### config.mk
export PLATFORM = sky130hd
export DESIGN_NAME = dollar_hex_escape_encoder_core
export DESIGN_NICKNAME = d
export VERILOG_FILES = /design/src/rtl/dhe_pkg.sv /design/src/rtl/dhe_front.sv /design/src/rtl/dhe_fifo.sv /design/src/rtl/dhe_back.sv /design/src/rtl/dollar_hex_escape_encoder_core.sv
export VERILOG_INCLUDE_DIRS = /design/src /design/src/rtl
export SDC_FILE = /design/constraint.sdc
export NUM_CORES = 1
export LEC_CHECK = 0
export BUFFER_PORTS_ARGS = -buffer_cell sky130_fd_sc_hd__buf_2
export CELL_PAD_IN_SITES_DETAIL_PLACEMENT = 0
export CELL_PAD_IN_SITES_GLOBAL_PLACEMENT = 2
export CORE_MARGIN = 5
export CORE_UTILIZATION = 30
export CTS_CLUSTER_DIAMETER = 120
export DETAILED_ROUTE_END_ITERATION = 8
export HOLD_SLACK_MARGIN = 0.12
export PLACE_DENSITY = 0.63
export SLEW_MARGIN = 20
export SYNTH_ARGS = -nofsm -noshare
export SYNTH_HDL_FRONTEND = slang
export SYNTH_HIERARCHICAL = 1
export SYNTH_SLANG_ARGS = --single-unit
### constraint.sdc
create_clock -name clk -period 5.05 [get_ports clk]
set_input_delay 0.2525 -clock clk [delete_from_list [all_inputs] [get_ports clk]]
set_output_delay 0.2525 -clock clk [all_outputs]
set_load 0.05 [all_outputs]
### src/rtl/assert_macros.svh
// Assertion macros shared by the escape encoder RTL.
// Each macro samples on clk; the reset-qualified form is skipped while rst is high.
`ifndef ASSERT_MACROS_SVH
`define ASSERT_MACROS_SVH

// Property checked only outside reset.
`define ASSERT_CLK(lbl, prop, msg) \
  lbl: assert property (@(posedge clk) disable iff (rst) (prop)) else $error(msg);

// Property checked at every edge, reset included.
`define ASSERT_ALWAYS(lbl, prop, msg) \
  lbl: assert property (@(posedge clk) (prop)) else $error(msg);

`endif

### src/rtl/dhe_pkg.sv
`timescale 1ns / 1ps
// Types, constants and helpers for the dollar-hex escape encoder.
// No dependencies; every RTL file of the block imports it.
package dhe_pkg;

  localparam int unsigned CNT_W       = 13;
  localparam int unsigned MAX_OUT_DEF = 4096;
  localparam int unsigned QUEUE_DEF   = 2;

  localparam logic [CNT_W-1:0] CNT_SAT = 13'h1FFF;

  localparam logic [7:0] CH_DOLLAR   = 8'h24;
  localparam logic [7:0] CH_TERM     = 8'h00;
  localparam logic [7:0] LOW_KEEP_SP = 8'h1F;
  localparam logic [7:0] LOW_ESC_SP  = 8'h20;
  localparam logic [7:0] CH_DEL      = 8'h7F;
  localparam logic [3:0] DEC_MAX     = 4'h9;
  localparam logic [7:0] HEX_NUM_OFS = 8'h30;
  localparam logic [7:0] HEX_ALF_OFS = 8'h37;

  // Configuration register indexes
  localparam logic REG_ESCAPE_SPACE = 1'b0;
  localparam logic REG_MAX_OUT_LEN  = 1'b1;

  typedef struct packed {
    logic [7:0] byte_in;
    logic       has_byte;
    logic       final_req;
  } in_item_t;

  typedef struct packed {
    logic [7:0] out_char;
    logic       run_last;
    logic       string_end;
  } out_item_t;

  typedef struct packed {
    logic             escape_space;
    logic [CNT_W-1:0] max_out_len;
  } cfg_t;

  typedef enum logic [1:0] {
    JOB_NONE,
    JOB_LIT,
    JOB_ESC
  } job_kind_t;

  // One classified item waiting for expansion.
  typedef struct packed {
    logic [7:0] byte_in;
    job_kind_t  kind;
    logic       fin;
  } job_t;

  function automatic logic [7:0] hex_digit(input logic [3:0] n);
    if (n <= DEC_MAX) begin
      return {4'h0, n} + HEX_NUM_OFS;
    end else begin
      return {4'h0, n} + HEX_ALF_OFS;
    end
  endfunction

endpackage

### src/rtl/dhe_front.sv
`timescale 1ns / 1ps
// Front end: accepts input items, classifies each byte against the budget
// and keeps the running output count. Depends on dhe_pkg.
`include "assert_macros.svh"
module dhe_front import dhe_pkg::*; #(
  parameter int unsigned MAX_OUT = MAX_OUT_DEF
) (
  input  logic     clk,
  input  logic     rst,
  input  cfg_t     cfg,
  input  logic     in_valid,
  output logic     in_ready,
  input  in_item_t in_data,
  input  logic     q_full,
  output logic     push,
  output job_t     push_job
);

  localparam logic [CNT_W-1:0] BUDGET_CAP =
    (MAX_OUT > int'(CNT_SAT)) ? CNT_SAT : CNT_W'(MAX_OUT);

  logic [CNT_W-1:0] count;
  logic [CNT_W-1:0] count_next;
  logic [CNT_W-1:0] budget;
  logic [7:0]       low;
  logic             printable;
  logic             lit_fits;
  logic             esc_fits;
  logic             accept;
  job_kind_t        kind;

  assign in_ready = !q_full;
  assign accept   = in_valid && in_ready;

  always_comb begin
    budget    = (cfg.max_out_len > BUDGET_CAP) ? BUDGET_CAP : cfg.max_out_len;
    low       = cfg.escape_space ? LOW_ESC_SP : LOW_KEEP_SP;
    printable = (in_data.byte_in != CH_DOLLAR) && (in_data.byte_in > low) &&
                (in_data.byte_in < CH_DEL);
    lit_fits  = count < budget;
    esc_fits  = ({1'b0, count} + (CNT_W+1)'(2)) < {1'b0, budget};

    kind = JOB_NONE;
    if (in_data.has_byte) begin
      if (printable) begin
        if (lit_fits) kind = JOB_LIT;
      end else if (esc_fits) begin
        kind = JOB_ESC;
      end
    end

    push_job.byte_in = in_data.byte_in;
    push_job.kind    = kind;
    push_job.fin     = in_data.final_req;
    // drop items that produce nothing
    push = accept && ((kind != JOB_NONE) || in_data.final_req);

    count_next = count;
    if (in_data.final_req) begin
      count_next = '0;
    end else begin
      case (kind)
        JOB_LIT: count_next = count + CNT_W'(1);
        JOB_ESC: count_next = count + CNT_W'(3);
        default: count_next = count;
      endcase
    end
  end

  always_ff @(posedge clk) begin
    if (rst) begin
      count <= '0;
    end else if (accept) begin
      count <= count_next;
    end
  end

  `ASSERT_CLK(a_push_needs_accept, push |-> (in_valid && in_ready), "push without accept")
  `ASSERT_CLK(a_fin_clears, (accept && in_data.final_req) |=> (count == '0),
              "final item did not clear count")

endmodule

### src/rtl/dhe_fifo.sv
`timescale 1ns / 1ps
// Short job queue between the front end and the expander.
// Depth must be a power of two, at least 2. Depends on dhe_pkg.
`include "assert_macros.svh"
module dhe_fifo import dhe_pkg::*; #(
  parameter int unsigned DEPTH = QUEUE_DEF
) (
  input  logic clk,
  input  logic rst,
  input  logic push,
  input  job_t push_job,
  input  logic pop,
  output job_t head,
  output logic empty,
  output logic full
);

  localparam int unsigned PW = $clog2(DEPTH);
  localparam int unsigned CW = $clog2(DEPTH + 1);

  job_t          slots [DEPTH];
  logic [PW-1:0] wr_ptr;
  logic [PW-1:0] rd_ptr;
  logic [CW-1:0] fill;

  assign empty = (fill == '0);
  assign full  = (fill == CW'(DEPTH));
  assign head  = slots[rd_ptr];

  always_ff @(posedge clk) begin
    if (push) begin
      slots[wr_ptr] <= push_job;
    end
  end

  always_ff @(posedge clk) begin
    if (rst) begin
      wr_ptr <= '0;
      rd_ptr <= '0;
      fill   <= '0;
    end else begin
      if (push) wr_ptr <= wr_ptr + PW'(1);
      if (pop)  rd_ptr <= rd_ptr + PW'(1);
      case ({push, pop})
        2'b10:   fill <= fill + CW'(1);
        2'b01:   fill <= fill - CW'(1);
        default: fill <= fill;
      endcase
    end
  end

  `ASSERT_CLK(a_no_overflow, !(push && full), "push into full queue")
  `ASSERT_CLK(a_no_underflow, !(pop && empty), "pop from empty queue")

endmodule

### src/rtl/dhe_back.sv
`timescale 1ns / 1ps
// Expander: turns the job at the queue head into registered output characters, one per
// cycle unless the queue is empty or out_ready holds it off. Depends on dhe_pkg.
`include "assert_macros.svh"
module dhe_back import dhe_pkg::*; (
  input  logic      clk,
  input  logic      rst,
  input  job_t      head,
  input  logic      empty,
  output logic      pop,
  output logic      out_valid,
  input  logic      out_ready,
  output out_item_t out_data
);

  logic [1:0] step;
  logic [2:0] n_body;
  logic [2:0] n_total;
  logic       last;
  logic       load;
  out_item_t  nxt;

  always_comb begin
    case (head.kind)
      JOB_LIT: n_body = 3'd1;
      JOB_ESC: n_body = 3'd3;
      default: n_body = 3'd0;
    endcase
    n_total = n_body + {2'b00, head.fin};
    last    = ({1'b0, step} == (n_total - 3'd1));

    nxt.run_last   = last;
    nxt.string_end = 1'b0;
    nxt.out_char   = CH_TERM;
    if ({1'b0, step} < n_body) begin
      case (head.kind)
        JOB_LIT: nxt.out_char = head.byte_in;
        JOB_ESC: begin
          case (step)
            2'd0:    nxt.out_char = CH_DOLLAR;
            2'd1:    nxt.out_char = hex_digit(head.byte_in[7:4]);
            default: nxt.out_char = hex_digit(head.byte_in[3:0]);
          endcase
        end
        default: nxt.out_char = CH_TERM;
      endcase
    end else begin
      nxt.string_end = 1'b1;
    end

    // fill the output slot whenever it is free and the queue holds a job
    load = (!out_valid || out_ready) && !empty;
    pop  = load && last;
  end

  always_ff @(posedge clk) begin
    if (load) begin
      out_data <= nxt;
    end
  end

  always_ff @(posedge clk) begin
    if (rst) begin
      out_valid <= 1'b0;
      step      <= '0;
    end else if (load) begin
      out_valid <= 1'b1;
      step      <= last ? 2'd0 : step + 2'd1;
    end else if (out_ready) begin
      out_valid <= 1'b0;
    end
  end

  `ASSERT_CLK(a_end_is_last, (out_valid && out_data.string_end) |-> out_data.run_last,
              "terminator not marked last")
  `ASSERT_CLK(a_step_idle, empty |-> (step == 2'd0), "step left over with empty queue")

endmodule

### src/rtl/dollar_hex_escape_encoder_core.sv
`timescale 1ns / 1ps
// Top level of the dollar-hex escape encoder: configuration registers and
// the front end, job queue and expander. Depends on dhe_pkg and all dhe_ modules.
//
// Bytes enter on in_data, one item per cycle while in_ready is high. The
// expander delivers one character per cycle while it holds a job and
// out_ready is high. An item yields 1 character for a literal byte, 3 for an
// escape, plus 1 for the terminator of a final item; an item that yields
// nothing is dropped at the input. A queue of QUEUE_DEPTH classified items
// sits between input and output; an accepted item is written to a queue
// slot and its characters leave through the output register. MAX_OUT caps
// max_out_len as the per-string budget. Write cfg_index 0 for escape_space
// and 1 for max_out_len, only while the block is idle.
module dollar_hex_escape_encoder_core import dhe_pkg::*; #(
  parameter int unsigned MAX_OUT     = MAX_OUT_DEF,
  parameter int unsigned QUEUE_DEPTH = QUEUE_DEF
) (
  input  logic             clk,
  input  logic             rst,
  input  logic             cfg_we,
  input  logic             cfg_index,
  input  logic [CNT_W-1:0] cfg_data,
  input  logic             in_valid,
  output logic             in_ready,
  input  in_item_t         in_data,
  output logic             out_valid,
  input  logic             out_ready,
  output out_item_t        out_data
);

  localparam logic [CNT_W-1:0] LEN_RESET =
    (MAX_OUT > int'(CNT_SAT)) ? CNT_SAT : CNT_W'(MAX_OUT);

  cfg_t cfg;
  logic push;
  job_t push_job;
  logic pop;
  job_t head;
  logic empty;
  logic full;

  always_ff @(posedge clk) begin
    if (rst) begin
      cfg.escape_space <= 1'b0;
      cfg.max_out_len  <= LEN_RESET;
    end else if (cfg_we) begin
      case (cfg_index)
        REG_ESCAPE_SPACE: cfg.escape_space <= cfg_data[0];
        REG_MAX_OUT_LEN:  cfg.max_out_len  <= cfg_data;
        default:          cfg              <= cfg;
      endcase
    end
  end

  dhe_front #(
    .MAX_OUT (MAX_OUT)
  ) u_front (
    .clk      (clk),
    .rst      (rst),
    .cfg      (cfg),
    .in_valid (in_valid),
    .in_ready (in_ready),
    .in_data  (in_data),
    .q_full   (full),
    .push     (push),
    .push_job (push_job)
  );

  dhe_fifo #(
    .DEPTH (QUEUE_DEPTH)
  ) u_fifo (
    .clk      (clk),
    .rst      (rst),
    .push     (push),
    .push_job (push_job),
    .pop      (pop),
    .head     (head),
    .empty    (empty),
    .full     (full)
  );

  dhe_back u_back (
    .clk       (clk),
    .rst       (rst),
    .head      (head),
    .empty     (empty),
    .pop       (pop),
    .out_valid (out_valid),
    .out_ready (out_ready),
    .out_data  (out_data)
  );

endmodule
==> out/summary.md <==
The flow ran to the end, and the final reports show no timing, DRC or antenna violations. The synthesized netlist devotes 3.24% of its cell area to XOR and XNOR gates. The clock period minus worst slack was 4.15 ns; the basic-gate share of the synthesized area counting and, or, nand and nor cells was 19.0%.

Compared with the post-synthesis result, the final layout area differs by 11.6%. The number of unique standard cell types used by synthesis came out at 71. For the global placement routability congestion, the log shows 0.772. 41 I/O pins were placed. After synthesis the netlist holds a flip-flop and latch count of 67.

The CTS H-tree depth was 3. TritonCTS created 9 clock buffers. Setup violations remaining at the end of the flow were counted as 0. TritonCTS built the clock tree. Based on the critical path, the design can be clocked at up to 241 MHz. The run gives 0.00535 ns as the worst clock skew.

The die covers 17,900 um2. The area share of fa/ha/maj cells after synthesis was 12.9%. CTS placed an instance of sky130_fd_sc_hd__clkbuf_16 at the clock tree root.

Entering global routing, the biggest net connects 42 pins. Proportion of layout cells with a drive suffix above 1: 19.2%. The tools report the net switching power figure as 0.000790 W. For this run, asynchronously set or reset flops after synthesis account for 0%. Data arrives at the worst endpoint at 4.40 ns.

Dividing the detail-routed wire length by the instance count gives 15.8 um. The max-slew violation count is 0. The run gives 15,100 um2 as the area of the placeable core.

The most used flip-flop cell after synthesis was sky130_fd_sc_hd__dfxtp_1. The tools report the reg-to-reg critical path startpoint as u_front/count[2]. The share of synthesized area in the top cell type comes to 20.9%. After clock tree synthesis, the clock-pin slew on the worst setup and hold paths is 0.06 ns.

The number of antenna diodes in the final layout is 0. Sorting the synthesized cells by how often they occur yields sky130_fd_sc_hd__nand2_1, sky130_fd_sc_hd__ha_1, sky130_fd_sc_hd__dfxtp_1, sky130_fd_sc_hd__nor2_1, sky130_fd_sc_hd__edfxtp_1. The internal portion of the total power is 0.00126 W. For the pin with the worst max-slew slack, the measured transition is 0.871 ns. The post-CTS repair timing setup buffer count was 0; the cell leakage power was 1.97 nW.

The run gives 6 as the warning count from the yosys run. The first-pass iteration count of the detailed router came out at 6. For the part of the total power dissipated in combinational logic, the log shows 37.0%. OpenSTA, run right after detailed placement, puts the worst setup slack at 0.945 ns. Cell accounting for the most synthesized area: sky130_fd_sc_hd__edfxtp_1. For the number of fill cells, the log shows 1,576.

The multi-input combinational cells in the finished layout cover a total of 2630 um2. Counting every sink on the clock net gives 67. The clock reaches the later pin of the worst-skew pair after 0.33 ns. The combined flip-flop and latch cell area is 1660 um2. For the number of placed cells counting well taps, the log shows 682.

The maximum clock path buffer count came out at 2. The tools report the worst slew margin relative to its limit as 41.9%. The run gives 5.30 ns as the data required time of the worst path. The tools report the endpoint class of the critical path as a flip-flop. For the worst IR drop on VDD, the log shows 0.000157 V. Post-CTS repair changed the size of 0 cells. The routed layout has 3,565 vias.

In this run the remaining antenna-violating nets after routing total 0. By area the synthesized netlist is led by sky130_fd_sc_hd__edfxtp_1, sky130_fd_sc_hd__dfxtp_1, sky130_fd_sc_hd__ha_1. After detailed routing, the number of remaining DRC violations is 0. Final design instance area without fill: 5120 um2. Compound-gate portion of the synthesized area: 18.3%. The combinational family with the most area after synthesis was simple AND/OR/NAND/NOR gates.

The switching fraction of total power works out to 38.5%. The worst hold path begins at in_data[9]. The sum of overflow across all layers after global routing was 0. The type of the worst setup path is flip-flop to flip-flop.

Dividing the synthesized area by the synthesized cell count gives 9.61 um2. The run gives 0 as the cts-stage hold buffer count. In this run the worst setup path begins at u_front/count[2].

The total power density per cell area was 401 nW/um2. The cell count after synthesis came out at 478. Summed over all failing endpoints, the final setup total negative slack is 0 ns. Multiplexer cells account for 3.90% of the synthesized area. Wires add up to 11,100 um. In this run, synthesis inferred 32 flip-flops with an integrated enable. The initial core utilization was 30.4%; the count of max-cap constraint violations was 0. In this run, the clock network consumes 27.4% of the power.

The routed via count divided by cell count is 5.11, and the number of cell rows is 45. After layout, the worst path uses 82.1% of the clock period. For the register area share after synthesis, the log shows 36.2%. For the number of hold-slack violations in the final timing report, the log shows 0. The kind of start point of the critical path was a flip-flop. The sequential power share was 35.6%.

For the via count of the first global-routing pass, the log shows 3,557. The initial antenna violation count was 0. Most numerous cell in the Yosys netlist: sky130_fd_sc_hd__nand2_1. Class of the tightest hold or removal check: primary input to flip-flop. Setup repair after global routing left no endpoint under its margin. The die is 134 um wide.

Leaving out filler cells and counting taps, the final layout contains 698. Number of DRC violations after detailed-routing iteration 0: 197. Across every metal layer, demand over resource in global routing totals 12.6%. After synthesis the cells add up to 4590 um2. The net count of the finished layout came out at 580. The maximum net fanout on the critical path is 14, and the placed cell area is 4860 um2. The number of nets handed over by synthesis was 553.

The first global-routing pass estimated 18,100 um of wire. Half-perimeter wire length after detailed placement: 8250 um. In the post-route analysis, the smallest setup slack over all paths is 0.903 ns. During placement, the flow inserted port buffers numbering 40.

In this run the vertical extent of the chip is 134 um.
-- worst max-delay path, cell delays in order, from the launching register on --
cell and delay (ns):
sky130_fd_sc_hd__dfxtp_1 0.49, sky130_fd_sc_hd__and3_1 0.30, sky130_fd_sc_hd__nand4_1 0.17, sky130_fd_sc_hd__or2_2 0.36, sky130_fd_sc_hd__nor2_1 0.14, sky130_fd_sc_hd__xor2_1 0.09
sky130_fd_sc_hd__ha_1 0.18, sky130_fd_sc_hd__a21o_1 0.20, sky130_fd_sc_hd__a2111oi_4 0.34, sky130_fd_sc_hd__nand3_1 0.20, sky130_fd_sc_hd__mux2_4 0.39, sky130_fd_sc_hd__a21oi_1 0.28
sky130_fd_sc_hd__inv_1 0.10, sky130_fd_sc_hd__ha_1 0.34, sky130_fd_sc_hd__or3_1 0.35, sky130_fd_sc_hd__a21oi_1 0.14
-- state kept, by name (all words and copies together) (netlist names), named ones only --
signal            count
u_fifo/rd_ptr         1
u_back/step           2
u_back/out_data      10
u_fifo/fill           2
u_fifo/slots         22
u_back/out_valid      1
cfg                  14
u_fifo/wr_ptr         1
u_front/count        13
-- cells in the final DEF, fill, tap and decap left out, types with 4 or more instances in the layout --
cell,count
sky130_fd_sc_hd__nand2b_1,6
sky130_fd_sc_hd__o21ai_0,11
sky130_fd_sc_hd__xor2_1,7
sky130_fd_sc_hd__clkbuf_16,9
sky130_fd_sc_hd__nand4_1,8
sky130_fd_sc_hd__nor2_1,33
sky130_fd_sc_hd__a211oi_1,4
sky130_fd_sc_hd__ha_1,44
sky130_fd_sc_hd__mux2_2,11
sky130_fd_sc_hd__buf_2,40
sky130_fd_sc_hd__inv_1,28
sky130_fd_sc_hd__xnor2_1,10
sky130_fd_sc_hd__a31oi_1,11
sky130_fd_sc_hd__nor3_1,10
sky130_fd_sc_hd__edfxtp_1,32
sky130_fd_sc_hd__mux2i_1,4
sky130_fd_sc_hd__nand2_1,46
sky130_fd_sc_hd__dfxtp_1,35
sky130_fd_sc_hd__o311ai_0,4
sky130_fd_sc_hd__a21bo_1,8
sky130_fd_sc_hd__nand3_1,27
sky130_fd_sc_hd__nor2b_1,8
sky130_fd_sc_hd__nand3b_1,4
sky130_fd_sc_hd__a21oi_2,8
sky130_fd_sc_hd__o21ai_1,5
sky130_fd_sc_hd__a21oi_1,19
-- path summary, 6_finish.rpt --
check | endpoint | slack (ns) | cells past startpoint
max | u_fifo/fill[1] | 0.90 | 15
min | u_fifo/slots[0][10] | 0.15 | 1
max reg2reg | u_fifo/fill[1] | 0.90 | 15
min reg2reg | u_fifo/fill[1] | 0.50 | 2
-- cell type report --
| type | instances | area share [%] |
|---|---|---|
| clock buffers | 11 | 4.54 |
| clock inverters | 5 | 0.586 |
| well taps | 188 | 4.59 |
| inverters | 29 | 2.12 |
| repair buffers | 43 | 4.35 |
| flip-flops and latches | 67 | 32.4 |
| multi-input cells | 355 | 51.4 |
-- power by group through the flow --
stage / Clock, W / Combinational, W / Sequential, W
final: 0.000563 / 0.000760 / 0.000731
after global routing: 0.000611 / 0.000832 / 0.000743
after CTS: 0.000588 / 0.000765 / 0.000734
after detailed placement: 0 / 0.000762 / 0.000745
after global placement: 0 / 0.000762 / 0.000743
after floorplan: 0 / 0.000476 / 0.000868
-- cell families after synthesis --
family,Yosys count
XOR/XNOR,17
buffers and inverters,56
adder cells (fa/ha/maj),46
AO/OA/AOI/OAI,109
multiplexers,16
flip-flops,67
AND/OR/NAND/NOR,167
-- stage by stage --
step	total power, W	utilization (%)	hold slack, ns
CTS	0.00209	34.0	0.129
detailed placement	0.00151	32.2	0.485
global route	0.00219	34.0	0.132
global placement	0.00150	32.2	0.488
floorplan	0.00134	-	0.322
finish	0.00205	34.0	0.153
-- metal layers --
metal / share of wire (%) / vias up / GRT usage, %
met5: 0 / - / 0
met4: 1.8 / 0 / 4.74
met3: 3.2 / 19 / 3.10
met2: 49 / 70 / 21.4
met1: 46 / 1685 / 15.4
li1: - / 1791 / -
No activity file was read; power rests on OpenSTA's default activity.
